$ cat src/rtl/twctl_pkg.sv
// shared constants and types of the two-way cache tag lookup
package twctl_pkg;

   localparam int unsigned ADDR_W         = 32;
   localparam int unsigned DEF_NUM_SETS   = 64;
   localparam int unsigned DEF_LINE_BYTES = 32;

   // outcome of one lookup, from the way select logic to the pipeline
   typedef struct packed {
      logic hit;
      logic miss;
      logic way;
      logic replaced_valid;
   } lkp_status_type;

endpackage

$ cat src/rtl/twctl_tag_ram.sv
// single-port-write, single-port-read set memory with registered read data
module twctl_tag_ram #(
   parameter int unsigned DEPTH = 64,
   parameter int unsigned WIDTH = 45,
   localparam int unsigned AW   = $clog2(DEPTH)
) (
   input  logic             clock,
   input  logic             wr_en,
   input  logic [AW-1:0]    wr_addr,
   input  logic [WIDTH-1:0] wr_data,
   input  logic             rd_en,
   input  logic [AW-1:0]    rd_addr,
   output logic [WIDTH-1:0] rd_data
);

   logic [WIDTH-1:0] mem [DEPTH];
   logic [WIDTH-1:0] rd_data_ff;

   always_ff @(posedge clock) begin
      if (wr_en) begin
         mem[wr_addr] <= wr_data;
      end
   end

   // read before write on the same address
   always_ff @(posedge clock) begin
      if (rd_en) begin
         rd_data_ff <= mem[rd_addr];
      end
   end

   assign rd_data = rd_data_ff;

endmodule

$ cat src/rtl/twctl_way_select.sv
// hit check over both ways, fill choice and updated set entry
module twctl_way_select #(
   parameter int unsigned TAG_W  = 21,
   localparam int unsigned ENT_W = 2 * TAG_W + 3
) (
   input  logic [ENT_W-1:0]          entry,
   input  logic [TAG_W-1:0]          tag,
   output twctl_pkg::lkp_status_type status,
   output logic [TAG_W-1:0]          evicted_tag,
   output logic [ENT_W-1:0]          next_entry
);

   import twctl_pkg::*;

   logic [TAG_W-1:0] tag0;
   logic [TAG_W-1:0] tag1;
   logic [1:0]       valid;
   logic             lru;
   logic             hit0;
   logic             hit1;
   logic             miss;
   logic             way;
   logic             repl;
   logic [TAG_W-1:0] new_tag0;
   logic [TAG_W-1:0] new_tag1;
   logic [1:0]       new_valid;

   // entry layout: {lru, valid[1:0], tag of way 1, tag of way 0}
   assign tag0  = entry[TAG_W-1:0];
   assign tag1  = entry[2*TAG_W-1:TAG_W];
   assign valid = entry[2*TAG_W+1:2*TAG_W];
   assign lru   = entry[2*TAG_W+2];

   always_comb begin
      hit0 = valid[0] && (tag0 == tag);
      hit1 = !hit0 && valid[1] && (tag1 == tag);
      miss = !hit0 && !hit1;
      way  = hit0 ? 1'b0 : (hit1 ? 1'b1 : lru);
      repl = miss && (way ? valid[1] : valid[0]);

      evicted_tag = '0;
      if (repl) begin
         evicted_tag = way ? tag1 : tag0;
      end

      new_tag0  = tag0;
      new_tag1  = tag1;
      new_valid = valid;
      if (miss) begin
         if (way) begin
            new_tag1     = tag;
            new_valid[1] = 1'b1;
         end else begin
            new_tag0     = tag;
            new_valid[0] = 1'b1;
         end
      end

      next_entry = {~way, new_valid, new_tag1, new_tag0};

      status.hit            = !miss;
      status.miss           = miss;
      status.way            = way;
      status.replaced_valid = repl;
   end

endmodule

$ cat src/rtl/two_way_cache_tag_lookup.sv
// top level of the two-way cache tag lookup: pipeline, set clear and result register
//
//   channel | ports                          | direction
//   --------+--------------------------------+----------
//   req     | req_valid/ready, req_address   | in
//   rsp     | rsp_valid/ready, rsp_* fields  | out
//
// one word per cycle sustained while rsp_ready stays high; a result passes the lookup
// stage and the result register, with one read-modify-write of the set memory per lookup
// back-to-back words to the same set use the forwarded entry of the one before
// after reset a clear pass over all NUM_SETS sets zeroes valid and lru bits,
// req_ready stays low during it
// rsp_ready low holds the lookup stage and, once it is full, holds off requests
module two_way_cache_tag_lookup #(
   parameter int unsigned NUM_SETS   = twctl_pkg::DEF_NUM_SETS,
   parameter int unsigned LINE_BYTES = twctl_pkg::DEF_LINE_BYTES,
   localparam int unsigned OFFS_W    = $clog2(LINE_BYTES),
   localparam int unsigned SET_W     = $clog2(NUM_SETS),
   localparam int unsigned BLK_W     = twctl_pkg::ADDR_W - OFFS_W,
   localparam int unsigned TAG_W     = twctl_pkg::ADDR_W - OFFS_W - SET_W
) (
   input  logic                         clock,
   input  logic                         reset,
   input  logic                         req_valid,
   output logic                         req_ready,
   input  logic [twctl_pkg::ADDR_W-1:0] req_address,
   output logic                         rsp_valid,
   input  logic                         rsp_ready,
   output logic [OFFS_W-1:0]            rsp_byte_offset,
   output logic [BLK_W-1:0]             rsp_block_number,
   output logic [SET_W-1:0]             rsp_set_index,
   output logic                         rsp_way,
   output logic [TAG_W-1:0]             rsp_tag,
   output logic                         rsp_miss,
   output logic                         rsp_replaced_valid,
   output logic [TAG_W-1:0]             rsp_evicted_tag
);

   import twctl_pkg::*;

   localparam int unsigned ENT_W = 2 * TAG_W + 3;
   localparam logic [SET_W-1:0] LAST_SET = SET_W'(NUM_SETS - 1);

   logic                clearing_ff;
   logic [SET_W-1:0]    clr_idx_ff;
   logic                s1_valid_ff;
   logic [ADDR_W-1:0]   s1_addr_ff;
   logic                fwd_ff;
   logic [ENT_W-1:0]    fwd_entry_ff;
   logic                rsp_valid_ff;
   logic [OFFS_W-1:0]   offs_ff;
   logic [BLK_W-1:0]    block_ff;
   logic [SET_W-1:0]    set_ff;
   logic                way_ff;
   logic [TAG_W-1:0]    tag_ff;
   logic                miss_ff;
   logic                repl_ff;
   logic [TAG_W-1:0]    evicted_ff;

   logic                accept;
   logic                s1_adv;
   logic [SET_W-1:0]    req_set;
   logic [SET_W-1:0]    s1_set;
   logic [TAG_W-1:0]    s1_tag;
   logic [ENT_W-1:0]    rd_entry;
   logic [ENT_W-1:0]    cur_entry;
   logic [ENT_W-1:0]    next_entry;
   logic [TAG_W-1:0]    evicted_tag;
   lkp_status_type      status;
   logic                wr_en;
   logic [SET_W-1:0]    wr_addr;
   logic [ENT_W-1:0]    wr_data;
   logic                fwd_in;

   assign req_set = req_address[OFFS_W+SET_W-1:OFFS_W];
   assign s1_set  = s1_addr_ff[OFFS_W+SET_W-1:OFFS_W];
   assign s1_tag  = s1_addr_ff[ADDR_W-1:OFFS_W+SET_W];

   assign s1_adv    = s1_valid_ff && (!rsp_valid_ff || rsp_ready);
   assign req_ready = !clearing_ff && (!s1_valid_ff || s1_adv);
   assign accept    = req_valid && req_ready;

   // the entry written this cycle has not reached the memory read of the next word
   assign cur_entry = fwd_ff ? fwd_entry_ff : rd_entry;

   assign wr_en   = clearing_ff || s1_adv;
   assign wr_addr = clearing_ff ? clr_idx_ff : s1_set;
   assign wr_data = clearing_ff ? '0 : next_entry;
   assign fwd_in  = s1_adv && (req_set == s1_set);

   twctl_tag_ram #(
      .DEPTH (NUM_SETS),
      .WIDTH (ENT_W)
   ) u_ram (
      .clock   (clock),
      .wr_en   (wr_en),
      .wr_addr (wr_addr),
      .wr_data (wr_data),
      .rd_en   (accept),
      .rd_addr (req_set),
      .rd_data (rd_entry)
   );

   twctl_way_select #(
      .TAG_W (TAG_W)
   ) u_sel (
      .entry       (cur_entry),
      .tag         (s1_tag),
      .status      (status),
      .evicted_tag (evicted_tag),
      .next_entry  (next_entry)
   );

   always_ff @(posedge clock) begin
      if (reset) begin
         clearing_ff  <= 1'b1;
         clr_idx_ff   <= '0;
         s1_valid_ff  <= 1'b0;
         fwd_ff       <= 1'b0;
         rsp_valid_ff <= 1'b0;
      end else begin
         if (clearing_ff) begin
            clr_idx_ff <= clr_idx_ff + 1'b1;
            if (clr_idx_ff == LAST_SET) begin
               clearing_ff <= 1'b0;
            end
         end

         if (accept) begin
            s1_valid_ff <= 1'b1;
            fwd_ff      <= fwd_in;
         end else if (s1_adv) begin
            s1_valid_ff <= 1'b0;
            fwd_ff      <= 1'b0;
         end

         if (s1_adv) begin
            rsp_valid_ff <= 1'b1;
         end else if (rsp_ready) begin
            rsp_valid_ff <= 1'b0;
         end
      end
   end

   always_ff @(posedge clock) begin
      if (accept) begin
         s1_addr_ff   <= req_address;
         fwd_entry_ff <= next_entry;
      end
      if (s1_adv) begin
         offs_ff    <= s1_addr_ff[OFFS_W-1:0];
         block_ff   <= s1_addr_ff[ADDR_W-1:OFFS_W];
         set_ff     <= s1_set;
         way_ff     <= status.way;
         tag_ff     <= s1_tag;
         miss_ff    <= status.miss;
         repl_ff    <= status.replaced_valid;
         evicted_ff <= evicted_tag;
      end
   end

   assign rsp_valid          = rsp_valid_ff;
   assign rsp_byte_offset    = offs_ff;
   assign rsp_block_number   = block_ff;
   assign rsp_set_index      = set_ff;
   assign rsp_way            = way_ff;
   assign rsp_tag            = tag_ff;
   assign rsp_miss           = miss_ff;
   assign rsp_replaced_valid = repl_ff;
   assign rsp_evicted_tag    = evicted_ff;

`ifndef ASSERT_OFF
   // no lookup may start before the clear pass is through
   a_no_accept_in_clear: assert property (@(posedge clock) disable iff (reset)
      clearing_ff |-> !accept)
      else $error("request taken during clear pass");

   // a forwarded entry only ever belongs to a word in the lookup stage
   a_fwd_has_owner: assert property (@(posedge clock) disable iff (reset)
      fwd_ff |-> s1_valid_ff)
      else $error("forward flag set with empty lookup stage");

   // a finished lookup is shown in the next cycle
   a_adv_loads_rsp: assert property (@(posedge clock) disable iff (reset)
      s1_adv |=> rsp_valid)
      else $error("lookup result lost");

   // a hit never reports an eviction
   a_hit_no_evict: assert property (@(posedge clock) disable iff (reset)
      (rsp_valid && !rsp_miss) |-> (!rsp_replaced_valid && rsp_evicted_tag == '0))
      else $error("eviction reported on hit");
`endif

endmodule

$ cat config.mk
export PLATFORM = sky130hd
export DESIGN_NAME = two_way_cache_tag_lookup
export DESIGN_NICKNAME = d
export VERILOG_FILES = /design/src/rtl/twctl_pkg.sv /design/src/rtl/twctl_tag_ram.sv /design/src/rtl/twctl_way_select.sv /design/src/rtl/two_way_cache_tag_lookup.sv
export SDC_FILE = /design/constraint.sdc
export NUM_CORES = 2
export LEC_CHECK = 0
export ABC_AREA = 1
export BUFFER_PORTS_ARGS = -buffer_cell sky130_fd_sc_hd__buf_2
export CORE_MARGIN = 2
export CORE_UTILIZATION = 40
export CTS_CLUSTER_DIAMETER = 200
export DETAILED_ROUTE_END_ITERATION = 8
export GPL_ROUTABILITY_DRIVEN = 0
export HOLD_SLACK_MARGIN = 0.05
export SKIP_LAST_GASP = 1
export SLEW_MARGIN = 20
export SYNTH_ARGS = -nofsm -noshare
export SYNTH_HDL_FRONTEND = slang
export SYNTH_SLANG_ARGS = --single-unit
$ cat constraint.sdc
create_clock -name clock -period 4.7 [get_ports clock]
set_input_delay 0.705 -clock clock [delete_from_list [all_inputs] [get_ports clock]]
set_output_delay 0.705 -clock clock [all_outputs]
set_load 0.01 [all_outputs]
Word-level counts from Yosys, hierarchy flattened
Memories as Yosys holds them, arrays and structs flattened. A register that Yosys moved wholly into a read port is not among the register bits.
Cells that the tools add are included.
- bits in writable memories: 2880
- flip-flop bits (word level): 170
- memories kept: 1
- bits of input ports: 36
- word-level logic and storage cells: 64
- memories (memory ; depth ; bits a word ; read ports ; clocked after memory_dff ; wr ports ; line ; text):
    u_ram.mem ; 64 ; 45 ; 1 ; 1 ; 1 ; twctl_tag_ram.sv:16 ; logic [WIDTH-1:0] mem [DEPTH];
- equal/unequal tests: 4
- muxes and demuxes: 23
- add/subtract/negate cells: 1
- bitwise gates (word level): 1
- reductions and logical operators: 19
- operator list (cell ; count):
    two-way mux 21 bit ; 5
    two-way mux 45 bit ; 2
    equality test 21 bit ; 2
    two-way mux 1 bit ; 14
    logical AND 1 bit ; 9
    adder 6 x 1 -> 6 bit, second input constant ; 1
    equality test 6 bit ; 1
    equality test 6 bit, second input constant ; 1
    two-way mux 6 bit ; 1
    logical NOT 1 bit ; 5
    nonzero test 2 bit ; 2
    logical OR 1 bit ; 3
    two-way mux 2 bit ; 1
    inverter 1 bit ; 1

Depth between registers and ports, before layout
- word-level depth: 11
- depth in mapped cells: 18
- depth with buffers taken out: 15

Cells and area by module
From an unflattened synthesis, not the netlist that was laid out.
- cells, all modules: 10398
- area, all modules: 124018.9 µm²
- modules (own cells, without submodules) (module ; times used ; seq. area each (µm²) ; cells each ; area each (µm²)):
    twctl_tag_ram ; 1 ; 87834.2 ; 9476 ; 116523.0
    two_way_cache_tag_lookup ; 1 ; 4194.0 ; 506 ; 5719.2
    twctl_way_select ; 1 ; 0.0 ; 416 ; 1776.7

Worst setup path before layout
OpenSTA, ideal clock, no wires.
- path type: input port to flip-flop
- from: input rsp_ready
- to: register fwd_entry_ff[0] (enable)
- stages on the path: 6
- path slack: 743 ps
- arrival: 3481 ps
- path through: inv_1 nand2_1 o21ai_0 inv_1 nand2_1 inv_1
- longest elaborated chain between the ends: 5
- RTL lines (what ; line ; text):
    start, declared ; two_way_cache_tag_lookup.sv:28 ; input logic rsp_ready,
    logical OR 1 bit ; two_way_cache_tag_lookup.sv:79 ; assign s1_adv = s1_valid_ff && (!rsp_valid_ff || rsp_ready);
    logical AND 1 bit ; two_way_cache_tag_lookup.sv:79 ;
    logical OR 1 bit ; two_way_cache_tag_lookup.sv:80 ; assign req_ready = !clearing_ff && (!s1_valid_ff || s1_adv);
    logical AND 1 bit ; two_way_cache_tag_lookup.sv:80 ;
    net req_ready ; two_way_cache_tag_lookup.sv:25 ; output logic req_ready,
    logical AND 1 bit ; two_way_cache_tag_lookup.sv:81 ; assign accept = req_valid && req_ready;
    net accept ; two_way_cache_tag_lookup.sv:60 ; logic accept;
    end signal, assigned ; two_way_cache_tag_lookup.sv:148 ; fwd_entry_ff <= next_entry;
    end, declared ; two_way_cache_tag_lookup.sv:49 ; logic [ENT_W-1:0] fwd_entry_ff;
The timed path passes the listed nets, and every way through them passes these cells.
A chain may end at the register's enable or synchronous reset.

Worst setup path in the final report
- from: register fwd_ff
- to: memory u_ram.mem[27][34] (data pin)
- longest elaborated chain between the ends: 11
- elaborated cells on any way between the ends: 14
- classes of those cells: 2 x eq/ne; 6 x mux; 6 x reduce/logical
- RTL lines (what ; line ; text):
    start, declared ; two_way_cache_tag_lookup.sv:48 ; logic fwd_ff;
    start signal, assigned ; two_way_cache_tag_lookup.sv:131 ; fwd_ff <= fwd_in;
    two-way mux 45 bit (*) ; two_way_cache_tag_lookup.sv:84 ; assign cur_entry = fwd_ff ? fwd_entry_ff : rd_entry;
    equality test 21 bit ; twctl_way_select.sv:35 ; hit0 = valid[0] && (tag0 == tag);
    logical AND 1 bit ; twctl_way_select.sv:35 ;
    logical NOT 1 bit ; twctl_way_select.sv:36, twctl_way_select.sv:37 ;
    logical AND 1 bit (2 in series) ; twctl_way_select.sv:36 ; hit1 = !hit0 && valid[1] && (tag1 == tag);
    two-way mux 1 bit (2 in series) ; twctl_way_select.sv:38 ; way = hit0 ? 1'b0 : (hit1 ? 1'b1 : lru);
    two-way mux 21 bit ; twctl_way_select.sv:50 ; if (way) begin
    two-way mux 21 bit (*) ; twctl_way_select.sv:49 ; if (miss) begin
    two-way mux 45 bit (*) ; two_way_cache_tag_lookup.sv:88 ; assign wr_data = clearing_ff ? '0 : next_entry;
    net u_ram.wr_data[34] ; twctl_tag_ram.sv:10 ; input logic [WIDTH-1:0] wr_data,
    end, declared ; twctl_tag_ram.sv:16 ;
The timed path passes the listed nets; every way through them passes the cells marked *.

==> out/results.tsv <==
metric	value	unit
crit_path_cell_trace	inv_4 > nand2_1 > nand2_1 > nand2_1 > o21ai_1 > nor2_1 > nand2_1 > nor2_1 > nand3_2 > nand3_2 > nand2_1 > nand2_1 > nor2_4 > buf_4	
netlist.area_leader.share	0.752	
hold-path-cell-count	4	
min_to	rsp_valid	
clk_pin_slew	60	ps
power.leakage	44.9	nW
synth_warnings	0	
drv_cap	0	
critPathTopFamily	simple AND/OR/NAND/NOR gates	
drc	0	
syn_inst	9678	
dpl_worst_slack	843	ps
ys_ff_latch	3068	
grt.met1_usage	0.341	
cts.sinks	3068	
p_sw_frac	0.219	
drive_above_1_share	0.104	
drt-pass1-iter-count	7	
fp.dieArea	310000	µm²
rr_startpoint	fwd_ff	
via_per_inst	5.96	
die_w	557	µm
fmaxAchievable	0.250	GHz
cts_tree	done	
grt_max_degree	190	
hp-start	rsp_ready	
rows	202	
period_share	0.851	
area_growth	14.2	%
ys_types	29	
cts-root-buf	clkbuf_16	
critPathMaxStageDelay	570	ps
clk_latency	910	ps
io_buffers	120	
die_h	557	µm
tns	0	ps
worstSetupPathType	reg2reg	
avgSynthCellArea	12.6	µm²
cp-end-kind	register	
yosys.area.top_type	edfxtp_1	
fin_nets	9838	
cpMostUsedCell	nand2_1	
postPlaceCellArea	130000	µm²
drtIter0Drc	12400	
outcome	finished, final reports clean	
fin_crit	4000	ps
yosysSeqAreaShare	0.753	
hold_violations	0	
io_pins	121	
worstMarginPinSlew	1140	ps
synthTopCellsByArea	edfxtp_1, o21ai_0, nor2_1	
async_flop_share	0	
ant_nets	0	
hold_class	in2reg	
slew_headroom	0.235	
combPwrFrac	0.049	
core_area	303000	µm²
reg2reg_depth	14	
finalClockSkew	53.9	ps
grt_overflow	0	
grt_pass1_vias	77200	
synth_ff_type	edfxtp_1	
postRouteWirelength	390000	µm
cts_resized	0	
p_sw	12.3	mW
finalInstanceArea	139000	µm²
dp_hpwl	206000	µm
power_per_cell_area	405	nW/µm²
gr-usage-met3	0.0447	
cp_num_buf_inv	2	
synth-edff-count	3058	
required	5300	ps
cts_max_path_buffers	4	
vias	83500	
synth_nets	9715	
hold_ws	204	ps
antenna_found_initial	14	
crit_fanout	55	
worstPathArrival	4600	ps
r2r-end	u_ram.mem[27][34]	
seq_power_share	0.529	
syn-cell-area	122000	µm²
grt_use_total	0.244	
start_util	0.403	
cp-start-kind	register	
pwr-share-clk	0.422	
setup_violations	0	
rsz0062_at_grt	false	
ir_worst_vdd	0.272	mV
report.final.slew_viol_count	0	
wl_per_cell	27.9	µm
cts_buffers	309	
setup_slack	701	ps
utilization	0.460	
grt_pass1_wl	552000	µm
ff2ff_setup_slack	700	ps
cts_htree_levels	5	
use_met2	0.387	
busiest_layer	met2	
crit_path_top_delay_cell	nand3_2	
internal-power	44.1	mW
==> power groups by stage <==
stage | sequential (mW) | combinational, mW | clock (mW)
finish | 29.8 | 2.79 | 23.8
global route | 29.8 | 2.98 | 25.0
CTS | 29.8 | 2.73 | 24.0
detailed placement | 30.4 | 2.70 | 0
global placement | 30.4 | 2.67 | 0
floorplan | 30.4 | 1.58 | 0
==> metal layers <==
metal | share of wire | wire length (µm)
met4 | 0.032 | 12400
met3 | 0.11 | 42900
met2 | 0.46 | 180000
met5 | 0.00012 | 46
met1 | 0.40 | 155000
==> worst reg2reg max path: cells and delay by family (launching register included) <==
family	cells	cell delay (ps)
flops	1	440
simple gates	11	2150
buf+inv	2	990
compound gates	1	80
==> through the flow <==
step           power (mW)  cells
5_1_grt              57.8  14000
4_1_cts              56.6  14000
3_3_place_gp         33.1  13400
6_report             56.4  14000
2_1_floorplan        32.0   9678
3_5_place_dp         33.1  13400
==> kinds of logic (layout without fill, tap and decap cells) <==
| kind of cell | count (synthesis) | in the layout | synth area share |
|---|---|---|---|
| AND/OR/NAND/NOR | 3384 | 3384 | 0.112 |
| other | 0 | 7 | 0 |
| buffers and inverters | 915 | 1260 | 0.0314 |
| XOR/XNOR | 6 | 6 | 0.000430 |
| adder cells (fa/ha/maj) | 1 | 1 | 0.000102 |
| flip-flops | 3068 | 3068 | 0.753 |
| AO/OA/AOI/OAI | 2304 | 2304 | 0.103 |
==> cells in the mapped netlist (38+ instances only) <==
master    instances
buf_1            62
buf_2           115
buf_4            39
clkbuf_1        466
edfxtp_1       3058
inv_1           197
nand2_1        1092
nand3_1         565
nand4_1          53
nor2_1         1622
o211ai_1         38
o21ai_0        1495
o22ai_1         720
==> final cells by class <==
type                            count  area (µm²)
Multi-Input combinational cell   5695       27100
Clock inverter                    145        1280
Timing Repair Buffer              508        4880
Antenna cell                        7        17.5
Clock buffer                      388        8270
Sequential cell                  3068       92000
Fill cell                       26700      164000
Inverter                          219         865
Tap cell                         3978        4980
==> flip-flops by register name, indices dropped and copies added (netlist names), 5 cells and up <==
| name | flops |
|---|---|
| u_ram.mem | 2880 |
| fwd_entry_ff | 45 |
| u_ram.rd_data | 45 |
| s1_addr_ff | 32 |
| rsp_block_number | 27 |
| rsp_evicted_tag | 21 |
| clr_idx_ff | 6 |
| rsp_byte_offset | 5 |
==> cells in the final DEF (no fill, tap or decap), drive strengths merged, types with 4 or more instances in the layout <==
cell	count
edfxtp	3058
nor2	1622
o21ai	1516
nand2	1094
o22ai	720
nand3	567
buf	481
clkbuf	388
inv	227
clkinv	111
nand4	53
o211ai	38
dlygate4sd3	27
and2	25
a21oi	24
bufinv	19
or2	18
dfxtp	10
diode	7
clkinvlp	7
o21bai	6
nor3	4
xor2	4
==> what timing repair did <==
action	in CTS	in global routing
buffers inserted	0	0
hold buffers	27	0
hold endpoints to repair	28	0
==> worst max-delay path by stage <==
stage | start | to | slack [ps] | cells past startpoint
after floorplan | rsp_ready | fwd_entry_ff[0] | 740 | 6
after global placement | fwd_ff | u_ram.mem[52][34] | 900 | 14
after detailed placement | fwd_ff | u_ram.mem[50][34] | 840 | 14
after CTS | fwd_ff | u_ram.mem[47][34] | 810 | 14
after global routing | fwd_ff | u_ram.mem[33][34] | 500 | 14
final | fwd_ff | u_ram.mem[27][34] | 700 | 14
(Power assumes the default switching activity.)
